**src/rtl/core/tmb_pkg.sv**
```systemverilog
// Shared types and constants of the timer bank.
package tmb_pkg;

    localparam int NUM_TIMERS = 16;
    localparam int TIME_W     = 32;
    localparam int DL_W       = TIME_W + 1;
    localparam int IV_W       = 32;
    localparam int PER_W      = IV_W - 1;
    localparam int IDX_W      = 4;
    localparam int CNT_W      = $clog2(NUM_TIMERS + 1);
    localparam int REM_CNT_W  = $clog2(TIME_W + 1);

    localparam logic OP_ENABLE = 1'b0;
    localparam logic OP_TICK   = 1'b1;

    typedef enum logic [1:0] {
        S_IDLE,
        S_SCAN,
        S_DIV
    } t_state;

    typedef struct packed {
        logic [IDX_W-1:0] idx;
        logic [DL_W-1:0]  deadline;
        logic [PER_W-1:0] period;
        logic             one_shot;
    } t_entry;

    typedef struct packed {
        logic             shift;
        logic             put;
        logic [CNT_W-1:0] put_pos;
    } t_cell_ctl;

endpackage

```
**src/rtl/core/tmb_in_if.sv**
```systemverilog
// Command channel of the timer bank: enable and tick beats.
interface tmb_in_if;
    import tmb_pkg::*;

    logic                    valid;
    logic                    ready;
    logic                    opcode;
    logic [IDX_W-1:0]        timer_index;
    logic signed [IV_W-1:0]  interval;
    logic                    once_flag;
    logic [TIME_W-1:0]       now;

    modport source (output valid, opcode, timer_index, interval, once_flag, now,
                    input ready);
    modport sink   (input valid, opcode, timer_index, interval, once_flag, now,
                    output ready);
endinterface

```
**src/rtl/core/tmb_out_if.sv**
```systemverilog
// Fire channel of the timer bank: one beat per expired timer.
interface tmb_out_if;
    import tmb_pkg::*;

    logic             valid;
    logic             ready;
    logic [IDX_W-1:0] fired_timer;
    logic             last;

    modport source (output valid, fired_timer, last, input ready);
    modport sink   (input valid, fired_timer, last, output ready);
endinterface

```
**src/rtl/core/tmb_cell.sv**
```systemverilog
// One slot of the enable-order chain: holds a timer entry, takes its neighbor's.
module tmb_cell import tmb_pkg::*; (
    input  logic             i_clk,
    input  t_cell_ctl        i_ctl,
    input  logic [CNT_W-1:0] i_pos,
    input  t_entry           i_next,
    input  t_entry           i_put,
    output t_entry           o_entry
);

    t_entry r_entry;
    t_entry n_entry;

    always_comb begin
        n_entry = r_entry;
        if (i_ctl.put && (i_ctl.put_pos == i_pos)) begin
            n_entry = i_put;
        end else if (i_ctl.shift) begin
            n_entry = i_next;
        end
    end

    always_ff @(posedge i_clk) begin
        r_entry <= n_entry;
    end

    assign o_entry = r_entry;

endmodule

```
**src/rtl/core/tmb_rem.sv**
```systemverilog
// Bit-serial remainder unit: one restoring step per cycle.
module tmb_rem import tmb_pkg::*; (
    input  logic              i_clk,
    input  logic              i_rst_n,
    input  logic              i_start,
    input  logic [TIME_W-1:0] i_dividend,
    input  logic [PER_W-1:0]  i_divisor,
    output logic              o_done,
    output logic [PER_W-1:0]  o_rem
);

    logic                 r_busy;
    logic                 n_busy;
    logic [REM_CNT_W-1:0] r_cnt;
    logic [REM_CNT_W-1:0] n_cnt;
    logic [TIME_W-1:0]    r_shift;
    logic [TIME_W-1:0]    n_shift;
    logic [PER_W-1:0]     r_rem;
    logic [PER_W-1:0]     n_rem;
    logic [PER_W-1:0]     r_div;
    logic [PER_W-1:0]     n_div;
    logic [PER_W:0]       w_trial;
    logic [PER_W:0]       w_sub;

    assign w_trial = {r_rem, r_shift[TIME_W-1]};
    assign w_sub   = w_trial - {1'b0, r_div};
    assign o_done  = r_busy && (r_cnt == '0);
    assign o_rem   = r_rem;

    always_comb begin
        n_busy  = r_busy;
        n_cnt   = r_cnt;
        n_shift = r_shift;
        n_rem   = r_rem;
        n_div   = r_div;
        if (i_start) begin
            n_busy  = 1'b1;
            n_cnt   = REM_CNT_W'(TIME_W);
            n_shift = i_dividend;
            n_rem   = '0;
            n_div   = i_divisor;
        end else if (r_busy) begin
            if (r_cnt == '0) begin
                n_busy = 1'b0;
            end else begin
                n_cnt   = r_cnt - 1'b1;
                n_shift = {r_shift[TIME_W-2:0], 1'b0};
                // subtract the divisor only when it fits into the trial value
                if (w_trial >= {1'b0, r_div}) begin
                    n_rem = w_sub[PER_W-1:0];
                end else begin
                    n_rem = w_trial[PER_W-1:0];
                end
            end
        end
    end

    always_ff @(posedge i_clk) begin
        if (!i_rst_n) begin
            r_busy <= 1'b0;
            r_cnt  <= '0;
        end else begin
            r_busy <= n_busy;
            r_cnt  <= n_cnt;
        end
        r_shift <= n_shift;
        r_rem   <= n_rem;
        r_div   <= n_div;
    end

endmodule

```
**src/rtl/core/periodic_oneshot_timer_bank.sv**
```systemverilog
// Bank of periodic and one-shot timers, kept in enable order.
//
// i_in carries commands. An enable beat (opcode 0) disarms timer_index, then
// arms it: a positive interval at now + interval (periodic unless once_flag),
// a negative one as a one-shot at the absolute time -interval if that lies
// past now; zero leaves it disarmed. A tick beat (opcode 1) walks the armed
// timers in enable order and sends one o_out beat per timer whose deadline is
// at or before now; last marks the final beat of the tick. A fired one-shot
// is disarmed; a periodic timer moves on in whole periods past now.
// The armed timers sit in a chain of cells that rotates once per command,
// one timer per cycle through the head while no fire beat stalls and no
// remainder is in work. A periodic timer that has fallen at least one
// period behind waits at the head for a bit-serial remainder. The last fire
// beat shows on o_out in the cycle i_in.ready rises again. One command is in
// work at a time; i_in.ready is high only while idle. Fire beats leave
// through an output register; while o_out stalls, the walk holds at the
// next timer that fires. Reset disarms all timers and drops any pending beat.
module periodic_oneshot_timer_bank import tmb_pkg::*; (
    input  logic     i_clk,
    input  logic     i_rst_n,
    tmb_in_if.sink   i_in,
    tmb_out_if.source o_out
);

    t_state           r_state;
    t_state           n_state;
    logic [CNT_W-1:0] r_count;
    logic [CNT_W-1:0] n_count;
    logic [CNT_W-1:0] r_left;
    logic [CNT_W-1:0] n_left;
    logic             r_op;
    logic             n_op;
    logic [TIME_W-1:0] r_now;
    logic [TIME_W-1:0] n_now;
    logic [IDX_W-1:0] r_tidx;
    logic [IDX_W-1:0] n_tidx;
    t_entry           r_new;
    t_entry           n_new;
    logic             r_arm;
    logic             n_arm;
    logic             r_pend_valid;
    logic             n_pend_valid;
    logic [IDX_W-1:0] r_pend_idx;
    logic [IDX_W-1:0] n_pend_idx;
    logic             r_out_valid;
    logic             n_out_valid;
    logic [IDX_W-1:0] r_out_idx;
    logic [IDX_W-1:0] n_out_idx;
    logic             r_out_last;
    logic             n_out_last;

    t_entry           w_cell [NUM_TIMERS];
    t_cell_ctl        w_ctl;
    t_entry           w_put;
    t_entry           w_head;

    logic             w_in_acc;
    logic [IV_W-1:0]  w_iv;
    logic [IV_W-1:0]  w_mag;
    logic             w_in_range;
    logic             w_due;
    logic [TIME_W-1:0] w_diff;
    logic             w_small;
    logic             w_drop_shot;
    logic             w_out_free;
    logic             w_hit;
    logic             w_tick_fire;
    logic             w_fire_block;
    logic             w_need_div;
    logic             w_flush_block;
    logic             w_rem_start;
    logic             w_rem_done;
    logic [PER_W-1:0] w_rem;
    logic [DL_W-1:0]  w_dl_step;
    logic [DL_W-1:0]  w_dl_div;

    // chain of cells, slot 0 is the head of the enable order
    for (genvar g = 0; g < NUM_TIMERS; g++) begin : g_cell
        t_entry w_next;
        if (g == NUM_TIMERS - 1) begin : g_tail
            assign w_next = w_cell[g];
        end else begin : g_body
            assign w_next = w_cell[g+1];
        end
        tmb_cell u_cell (
            .i_clk  (i_clk),
            .i_ctl  (w_ctl),
            .i_pos  (CNT_W'(g)),
            .i_next (w_next),
            .i_put  (w_put),
            .o_entry(w_cell[g])
        );
    end

    tmb_rem u_rem (
        .i_clk     (i_clk),
        .i_rst_n   (i_rst_n),
        .i_start   (w_rem_start),
        .i_dividend(w_diff),
        .i_divisor (w_head.period),
        .o_done    (w_rem_done),
        .o_rem     (w_rem)
    );

    assign w_head        = w_cell[0];
    assign w_in_acc      = i_in.valid && i_in.ready;
    assign w_iv          = i_in.interval;
    assign w_mag         = ~w_iv + 1'b1;
    assign w_in_range    = int'(i_in.timer_index) < NUM_TIMERS;
    assign w_due         = w_head.deadline <= DL_W'(r_now);
    assign w_diff        = r_now - w_head.deadline[TIME_W-1:0];
    assign w_small       = w_diff < TIME_W'(w_head.period);
    assign w_drop_shot   = w_head.one_shot || (w_head.period == '0);
    assign w_out_free    = !r_out_valid || o_out.ready;
    assign w_hit         = w_head.idx == r_tidx;
    assign w_tick_fire   = (r_op == OP_TICK) && w_due;
    assign w_fire_block  = w_tick_fire && r_pend_valid && !w_out_free;
    assign w_need_div    = w_tick_fire && !w_drop_shot && !w_small;
    assign w_flush_block = (r_op == OP_TICK) && r_pend_valid && !w_out_free;
    // catch-up: now - ((now - deadline) mod period) + period
    assign w_dl_step     = w_head.deadline + DL_W'(w_head.period);
    assign w_dl_div      = DL_W'(r_now) - DL_W'(w_rem) + DL_W'(w_head.period);

    assign i_in.ready        = r_state == S_IDLE;
    assign o_out.valid       = r_out_valid;
    assign o_out.fired_timer = r_out_idx;
    assign o_out.last        = r_out_last;

    // next state
    always_comb begin
        n_state = r_state;
        case (r_state)
            S_IDLE: begin
                if (w_in_acc) begin
                    n_state = S_SCAN;
                end
            end
            S_SCAN: begin
                if (r_left != '0) begin
                    if (w_need_div && !w_fire_block) begin
                        n_state = S_DIV;
                    end
                end else if (!w_flush_block) begin
                    n_state = S_IDLE;
                end
            end
            S_DIV: begin
                if (w_rem_done) begin
                    n_state = S_SCAN;
                end
            end
            default: n_state = S_IDLE;
        endcase
    end

    // datapath and chain control
    always_comb begin
        n_count      = r_count;
        n_left       = r_left;
        n_op         = r_op;
        n_now        = r_now;
        n_tidx       = r_tidx;
        n_new        = r_new;
        n_arm        = r_arm;
        n_pend_valid = r_pend_valid;
        n_pend_idx   = r_pend_idx;
        n_out_valid  = r_out_valid && !o_out.ready;
        n_out_idx    = r_out_idx;
        n_out_last   = r_out_last;
        w_ctl.shift   = 1'b0;
        w_ctl.put     = 1'b0;
        w_ctl.put_pos = r_count - 1'b1;
        w_put         = w_head;
        w_rem_start   = 1'b0;

        case (r_state)
            S_IDLE: begin
                if (w_in_acc) begin
                    n_op         = i_in.opcode;
                    n_now        = i_in.now;
                    n_tidx       = i_in.timer_index;
                    n_left       = r_count;
                    n_pend_valid = 1'b0;
                    n_new.idx    = i_in.timer_index;
                    if (w_iv[IV_W-1]) begin
                        n_new.deadline = DL_W'(w_mag);
                        n_new.period   = '0;
                        n_new.one_shot = 1'b1;
                        n_arm          = DL_W'(w_mag) > DL_W'(i_in.now);
                    end else begin
                        n_new.deadline = DL_W'(i_in.now) + DL_W'(w_iv);
                        n_new.period   = w_iv[PER_W-1:0];
                        n_new.one_shot = i_in.once_flag;
                        n_arm          = w_iv != '0;
                    end
                    if (!w_in_range) begin
                        n_arm = 1'b0;
                    end
                end
            end
            S_SCAN: begin
                if (r_left != '0) begin
                    if (r_op == OP_ENABLE) begin
                        // rotate, dropping the addressed timer
                        w_ctl.shift = 1'b1;
                        n_left      = r_left - 1'b1;
                        if (w_hit) begin
                            n_count = r_count - 1'b1;
                        end else begin
                            w_ctl.put = 1'b1;
                        end
                    end else if (!w_due) begin
                        w_ctl.shift = 1'b1;
                        w_ctl.put   = 1'b1;
                        n_left      = r_left - 1'b1;
                    end else if (!w_fire_block) begin
                        // hold each fire one step so the final one can carry last
                        if (r_pend_valid) begin
                            n_out_valid = 1'b1;
                            n_out_idx   = r_pend_idx;
                            n_out_last  = 1'b0;
                        end
                        n_pend_valid = 1'b1;
                        n_pend_idx   = w_head.idx;
                        if (w_drop_shot) begin
                            w_ctl.shift = 1'b1;
                            n_count     = r_count - 1'b1;
                            n_left      = r_left - 1'b1;
                        end else if (w_small) begin
                            w_ctl.shift    = 1'b1;
                            w_ctl.put      = 1'b1;
                            w_put.deadline = w_dl_step;
                            n_left         = r_left - 1'b1;
                        end else begin
                            w_rem_start = 1'b1;
                        end
                    end
                end else if (r_op == OP_ENABLE) begin
                    if (r_arm) begin
                        w_ctl.put     = 1'b1;
                        w_ctl.put_pos = r_count;
                        w_put         = r_new;
                        n_count       = r_count + 1'b1;
                    end
                end else if (r_pend_valid && w_out_free) begin
                    n_out_valid  = 1'b1;
                    n_out_idx    = r_pend_idx;
                    n_out_last   = 1'b1;
                    n_pend_valid = 1'b0;
                end
            end
            S_DIV: begin
                if (w_rem_done) begin
                    w_ctl.shift    = 1'b1;
                    w_ctl.put      = 1'b1;
                    w_put.deadline = w_dl_div;
                    n_left         = r_left - 1'b1;
                end
            end
            default: begin
                n_pend_valid = 1'b0;
            end
        endcase
    end

    always_ff @(posedge i_clk) begin
        if (!i_rst_n) begin
            r_state      <= S_IDLE;
            r_count      <= '0;
            r_left       <= '0;
            r_pend_valid <= 1'b0;
            r_out_valid  <= 1'b0;
        end else begin
            r_state      <= n_state;
            r_count      <= n_count;
            r_left       <= n_left;
            r_pend_valid <= n_pend_valid;
            r_out_valid  <= n_out_valid;
        end
        r_op       <= n_op;
        r_now      <= n_now;
        r_tidx     <= n_tidx;
        r_new      <= n_new;
        r_arm      <= n_arm;
        r_pend_idx <= n_pend_idx;
        r_out_idx  <= n_out_idx;
        r_out_last <= n_out_last;
    end

    a_count_bound: assert property (@(posedge i_clk) disable iff (!i_rst_n)
        (r_count <= CNT_W'(NUM_TIMERS)) && (r_left <= r_count))
        else $error("timer chain occupancy out of range");

    a_pend_in_work: assert property (@(posedge i_clk) disable iff (!i_rst_n)
        r_pend_valid |-> (r_state != S_IDLE) && (r_op == OP_TICK))
        else $error("pending fire outside a tick walk");

    a_enable_no_grow: assert property (@(posedge i_clk) disable iff (!i_rst_n)
        (r_state == S_SCAN && r_op == OP_ENABLE && r_left != '0) |=>
        (r_count <= $past(r_count)))
        else $error("enable walk grew the chain");

    a_div_holds_head: assert property (@(posedge i_clk) disable iff (!i_rst_n)
        (r_state == S_DIV) |=> (r_left == $past(r_left)) || $past(w_rem_done))
        else $error("chain moved during remainder step");

endmodule
```
**src/flat_wrapper.sv**
```systemverilog
// flat-port wrapper written by rule: the top's interface ports become plain ports
module periodic_oneshot_timer_bank_flat import tmb_pkg::*;
  (i_clk, i_rst_n, i_in_valid, i_in_opcode, i_in_timer_index, i_in_interval, i_in_once_flag, i_in_now, i_in_ready, o_out_valid, o_out_fired_timer, o_out_last, o_out_ready);
  tmb_in_if i_in_i ();
  tmb_out_if o_out_i ();
  input  logic i_clk;
  input  logic i_rst_n;
  input wire logic [$bits(i_in_i.valid)-1:0] i_in_valid;
  input wire logic [$bits(i_in_i.opcode)-1:0] i_in_opcode;
  input wire logic [$bits(i_in_i.timer_index)-1:0] i_in_timer_index;
  input wire logic [$bits(i_in_i.interval)-1:0] i_in_interval;
  input wire logic [$bits(i_in_i.once_flag)-1:0] i_in_once_flag;
  input wire logic [$bits(i_in_i.now)-1:0] i_in_now;
  output wire logic [$bits(i_in_i.ready)-1:0] i_in_ready;
  output wire logic [$bits(o_out_i.valid)-1:0] o_out_valid;
  output wire logic [$bits(o_out_i.fired_timer)-1:0] o_out_fired_timer;
  output wire logic [$bits(o_out_i.last)-1:0] o_out_last;
  input wire logic [$bits(o_out_i.ready)-1:0] o_out_ready;
  assign i_in_i.valid = i_in_valid;
  assign i_in_i.opcode = i_in_opcode;
  assign i_in_i.timer_index = i_in_timer_index;
  assign i_in_i.interval = i_in_interval;
  assign i_in_i.once_flag = i_in_once_flag;
  assign i_in_i.now = i_in_now;
  assign i_in_ready = i_in_i.ready;
  assign o_out_valid = o_out_i.valid;
  assign o_out_fired_timer = o_out_i.fired_timer;
  assign o_out_last = o_out_i.last;
  assign o_out_i.ready = o_out_ready;
  periodic_oneshot_timer_bank u_core (.i_clk(i_clk), .i_rst_n(i_rst_n), .i_in(i_in_i), .o_out(o_out_i));
endmodule
```
**config.mk**
```make
export PLATFORM = sky130hd
export DESIGN_NAME = periodic_oneshot_timer_bank_flat
export DESIGN_NICKNAME = d
export VERILOG_FILES = /design/src/rtl/core/tmb_pkg.sv /design/src/rtl/core/tmb_in_if.sv /design/src/rtl/core/tmb_out_if.sv /design/src/rtl/core/tmb_cell.sv /design/src/rtl/core/tmb_rem.sv /design/src/rtl/core/periodic_oneshot_timer_bank.sv /design/src/flat_wrapper.sv
export SDC_FILE = /design/constraint.sdc
export NUM_CORES = 2
export LEC_CHECK = 0
export CORE_AREA = 5 5 344 346
export CTS_CLUSTER_SIZE = 14
export DETAILED_ROUTE_END_ITERATION = 8
export DIE_AREA = 0 0 349 351
export DONT_BUFFER_PORTS = 1
export PLACE_DENSITY = 0.75
export SETUP_SLACK_MARGIN = 0.2
export SLEW_MARGIN = 40
export SYNTH_ARGS = -nofsm -noshare
export SYNTH_HDL_FRONTEND = slang
export SYNTH_SLANG_ARGS = --single-unit
```
**constraint.sdc**
```tcl
create_clock -name i_clk -period 28.4 [get_ports i_clk]
set_input_delay 7.1 -clock i_clk [delete_from_list [all_inputs] [get_ports i_clk]]
set_output_delay 7.1 -clock i_clk [all_outputs]
set_load 0.1 [all_outputs]
```
Word-level counts from Yosys, hierarchy flattened:

Cells that the tools add are included.

* reductions and logical operators: 71
* magnitude comparators: 4
* bitwise gates (word level): 5
* mux-type cells: 131
* eq/ne operators: 38
* add/sub/neg operators: 11

Operator list (count)
* two-way mux 69 bit: 32
* two-way mux 33 bit: 7
* two-way mux 32 bit: 5
* two-way mux 5 bit: 18
* adder 33 x 31 -> 33 bit: 2
* case mux 33 bit (2 select lines): 1
* two-way mux 64 bit: 1
* == test 5 x 4 -> 1 bit, second input constant: 8
* two-way mux 1 bit: 38
* two-way mux 4 bit: 9
* nonzero test 2 bit: 18
* adder 32 x 32 -> 33 bit: 1
* <= comparator 33 x 32 -> 1 bit: 1
* subtractor 32 x 31 -> 33 bit: 1
* adder 32 x 1 -> 32 bit, second input constant: 1
* greater-or-equal comparator 32 x 31 -> 1 bit: 1
* > comparator 32 bit: 1
* < comparator 32 x 31 -> 1 bit: 1
* inverter 32 bit: 1
* nonzero test 32 bit: 1
* subtractor 32 bit: 1
* zero test 31 bit: 1
* two-way mux 31 bit: 1
* subtractor 31 bit: 1
* 37 further kinds: 108

* bits in registers: 1331
* output and inout bits: 7
* logic and storage cells: 346

Longest topological paths before layout:

* depth after elaboration: 11
* mapped depth: 30

Hierarchy:

A second synthesis with hierarchy kept.

* cells, all modules: 5152
* area total of the unflattened synthesis: 70605.2 µm²

Modules (own cells, without submodules)
* tmb_cell: cells each 153, times used 16, area an instance 2992.9 µm²
* periodic_oneshot_timer_bank: cells each 2145, times used 1, area an instance 16972.5 µm²
* tmb_rem: cells each 559, times used 1, area an instance 5746.8 µm²

Worst setup path before layout:

Ideal clock, no wire load.

* kind: input port to flip-flop
* start point: in o_out_ready
* end point: reg u_core.g_cell[0].u_cell.r_entry, in the netlist u_core.g_cell[0].u_cell.o_entry[0], enable pin
* buffers on the path: 0
* slack: 15298 ps
* stages on the path: 5
* data arrival time: 12511 ps
* cells stage by stage: nor2b_1 and3_1 o21ai_0 a21oi_1 o21ai_0

* cells in the longest elaborated chain, start to end: 10
* elaborated cells on any way between the ends: 11

RTL lines
* from (decl): line flat_wrapper.sv:18 `input wire logic [$bits(o_out_i.ready)-1:0] o_out_ready;`
* logical OR 1 bit (*): line periodic_oneshot_timer_bank.sv:114 `assign w_out_free = !r_out_valid || o_out.ready;`
* zero test 1 bit (*): line periodic_oneshot_timer_bank.sv:117 `assign w_fire_block = w_tick_fire && r_pend_valid && !w_out_free;`
* logical AND 1 bit (*): line periodic_oneshot_timer_bank.sv:117
* two-way mux 2 bit (*): line periodic_oneshot_timer_bank.sv:216 `end else if (!w_fire_block) begin`
* two-way mux 2 bit (*): line periodic_oneshot_timer_bank.sv:212 `end else if (!w_due) begin`
* two-way mux 2 bit (*): line periodic_oneshot_timer_bank.sv:203 `if (r_op == OP_ENABLE) begin`
* two-way mux 1 bit: line periodic_oneshot_timer_bank.sv:202 `if (r_left != '0) begin`
* case mux 2 bit (2 select lines) (*): line periodic_oneshot_timer_bank.sv:176 `case (r_state)`
* logical AND 1 bit: line tmb_cell.sv:16 `if (i_ctl.put && (i_ctl.put_pos == i_pos)) begin`
* nonzero test 2 bit (no source line) (*)
* to (signal assigned): line tmb_cell.sv:24 `r_entry <= n_entry;`
* to (decl): line tmb_cell.sv:11 `t_entry r_entry;`

Mark *: on every way between the ends. The rest lies on a longest branch, timed or not.
A chain may end at the register's enable or synchronous reset.

Final worst setup path:

* start point: in i_in_interval[10]
* end point: reg u_core.r_arm (data pin)

* cells in the longest elaborated chain, start to end: 4
* elaborated cells on any way between the ends: 5

RTL lines
* from (decl): line flat_wrapper.sv:11 `input wire logic [$bits(i_in_i.interval)-1:0] i_in_interval;`
* inverter 32 bit: line periodic_oneshot_timer_bank.sv:108 `assign w_mag = ~w_iv + 1'b1;`
* adder 32 x 1 -> 32 bit: line periodic_oneshot_timer_bank.sv:108
* > comparator 32 bit: line periodic_oneshot_timer_bank.sv:189 `n_arm = DL_W'(w_mag) > DL_W'(i_in.now);`
* two-way mux 1 bit (*): line periodic_oneshot_timer_bank.sv:185 `if (w_iv[IV_W-1]) begin`
* to (signal assigned): line periodic_oneshot_timer_bank.sv:284 `r_arm <= n_arm;`
* to (decl): line periodic_oneshot_timer_bank.sv:39 `logic r_arm;`

Marked as above.

==> impl_metrics.toml <==
[layout]
final_cell_mix = "1279 x edfxtp_1, 814 x mux2_2, 426 x a21oi_1"
final_common_cell = "edfxtp_1"
drive_above_1_share = 0.228
syn2layout_area_growth_pct = 10.0
final_nets = 5664
fillCellCount = 8437
postLayoutCoreUtil = 0.652

[route]
ant_nets = 0
routed_wl_mm = 175
drt_first_pass_iters = 6
drt-wirelength-per-cell_um = 25.3
drtIter0Drc = 4309
num_vias = 43200
drc_errors = 0
via_per_inst = 6.24

[cts]
cts_tree = "done"
h-tree-depth = 4
root_buffer = "clkbuf_16"
cts_buffers = 140
clock_tree.buffer_depth = 3
clkSinkCount = 1331
clk_latency_ns = 0.77
cts_resized = 0
postCtsSetupRepairBufs = 0
clk_pin_slew_ns = 0.06
cts_hold_buf = 0

[die]
ios = 81
initial_core_util = 0.593
fp.dieH_um = 351
die_area_mm2 = 0.122
die_x_um = 349
placementRows = 125
core-area_mm2 = 0.115

[logic_synthesis]
synth_nets = 5664
synth_warnings = 0
netlist_instances = 5292
async_flop_share = 0
ys_types = 91
synth-main-ff-cell = "edfxtp_1"
ys_ff_latch = 1331
syn_avg_cell_area_um2 = 12.9
synth_edf_count = 1279
yosysSeqAreaShare = 0.578
syn_area_mm2 = 0.0682

[setup_path]
crit_required_ns = 28.90
worstPathBufferInverterCount = 1
crit_chain = "or4_1 > or2_2 > nand2b_1 > nand2b_1 > nor4_1 > inv_1 > or3_1 > xor2_1 > ha_1 > nand4_1 > or2_2 > nor3_1 > nand4_1 > o31ai_1 > nor2_1"
reg2reg_setup_slack_ns = 18.61
crit_slowest_cell = "or4_1"
cp-end-kind = "flop"
criticalPathCategory = "in -> reg"
cp_top_family = "simple AND/OR/NAND/NOR gates"
worstReg2RegEnd = "u_core.g_cell[0].u_cell.o_entry[7]"
reg2reg_from = "u_core.g_cell[0].u_cell.o_entry[33]"
critPathArrivalTime_ns = 10.83
cp.depth = 15
r2r_cells = 26
start_kind = "input port"
cpPeakStageDelay_ns = 0.58
cp_max_fo = 5

[grt]
grt_max_degree = 108
grt_pass1_wl_mm = 263
antenna_found_initial = 5
grt_pass1_vias = 42300
track_usage = 0.282
grt-ovfl-total = 0

[sta]
hold_viol = 0
worst_pin_slew_ns = 0.881
finalSetupViolations = 0
timing.hold.ws_ns = 0.431
finalSetupTns_ns = 0
fmax_mhz = 96.8
post-route-period-util = 0.364
finClkSkew_ns = 0.0396
relSlewSlack = 0.406
min_period_ns = 10.33
drv_slew = 0
rsz0062_at_grt = "no"

[worst_hold_path]
hold_path_class = "reg -> reg"
min_delay_path_depth = 0
whs_endpoint = "u_core.o_out.fired_timer[0]"
hp-start = "u_core.r_pend_idx[0]"

[pwr]
p_total_uw = 6400
power.density_mw_per_mm2 = 85.2
leakage_uw = 0.0269
irDropWorstVdd_mv = 0.0646

[outcome]
status = "finished, final reports clean"

[placement]
dp_hpwl_mm = 123
port_buffers = 0
routabilityCongestion = 0.948

[run]
cap_violations = 0
[how the worst max path moves through the flow]
| stage | start | end |
|---|---|---|
| detailed placement | i_in_interval[10] | u_core.r_arm |
| floorplan | o_out_ready | u_core.g_cell[0].u_cell.o_entry[0] |
| global placement | i_in_interval[2] | u_core.r_arm |
| CTS | i_in_interval[10] | u_core.r_arm |
| finish | i_in_interval[10] | u_core.r_arm |
| global route | i_in_interval[5] | u_core.r_arm |
[cell type report]
class | count | area (um2) | share of cell area
antenna | 2 | 5.00 | 0.0000667
clock buffer | 182 | 3760 | 0.0501
timing repair buffer | 121 | 1230 | 0.0164
inverter | 323 | 1210 | 0.0162
sequential | 1331 | 39400 | 0.525
clock inverter | 66 | 562 | 0.00748
multi-input combinational | 3375 | 26900 | 0.359
tap | 1524 | 1910 | 0.0254
[worst register-to-register path, stage by stage, from the launching register on]
cell and delay (ns):
edfxtp_1 0.71, inv_1 0.23, fa_1 0.50, a21oi_1 0.21
o21ai_0 0.14, a2111oi_1 0.67, nor2_1 0.22, a211o_1 0.35
a31o_2 0.24, a21oi_1 0.46, o21ai_0 0.30, xor2_1 0.24
ha_1 0.17, a21oi_1 0.06, o21ai_0 0.33, o2111ai_1 0.44
o41ai_2 0.96, nor2_1 0.16, and3_1 0.23, mux2i_1 0.14
buf_4 0.23, o211a_1 0.59, nor2_1 0.18, nand2_4 0.32
buf_4 0.71, o21ai_4 0.23, buf_6 0.35
[where the power goes]
part	internal, uW	switching (uW)	total [uW]
clock	986	761	1750
sequential	2470	130	2600
combinational	709	1340	2050
[cell families after synthesis]
family          after synthesis  share of synthesized area
fa+ha+maj                   298                     0.0585
buf+inv                     586                     0.0352
xor+xnor                    168                     0.0216
flops                      1331                      0.578
simple gates               1013                     0.0677
mux                         885                      0.145
compound gates             1011                     0.0942
[synthesized netlist by cell type, types with 23 or more instances]
cell	n	area share
o21a_1	44	0.0048
xor2_1	52	0.0067
clkbuf_1	99	0.0054
a31oi_1	25	0.0023
nor2_1	399	0.022
dfxtp_1	52	0.015
a21oi_1	427	0.031
buf_2	144	0.011
o21bai_1	37	0.0041
mux2i_1	65	0.0095
nand4_1	36	0.0033
ha_1	263	0.048
nand2_1	279	0.015
clkinv_1	37	0.0020
a221oi_1	28	0.0036
fa_1	35	0.010
nand3_1	38	0.0028
nand2b_1	29	0.0027
inv_1	285	0.016
nor2b_1	53	0.0049
edfxtp_1	1279	0.56
nor4_1	23	0.0021
o21ai_0	152	0.011
nor3_1	52	0.0038
mux2_2	814	0.13
a21o_1	78	0.0086
a211oi_1	35	0.0039
xnor2_1	116	0.015
[metal layers]
| metal | routed length, um | track usage |
|---|---|---|
| met3 | 13300 | 0.0510 |
| met4 | 5760 | 0.0925 |
| met5 | 20 | 0 |
| met1 | 77200 | 0.410 |
| met2 | 79000 | 0.437 |
[metrics by stage]
step                      setup slack [ns]  std cells  instance area, um2
after global routing                 17.90       6922               75100
after global placement               16.99       6651               70000
final                                18.07       6924               75100
after floorplan                      15.30       5292               68200
after CTS                            18.10       6918               74900
after detailed placement             17.30       6670               70500
[sequential cells by signal, summed over array words and instances, names as in the netlist, 5 cells and up]
signal	count
u_core.u_rem.o_rem	31
u_core.u_rem.r_div	31
u_core.r_new	65
u_core.u_rem.r_shift	32
u_core.r_left	5
u_core.r_now	32
u_core.u_rem.r_cnt	6
u_core.g_cell.u_cell.o_entry	1104
u_core.r_count	5
(Power assumes the default switching activity.)
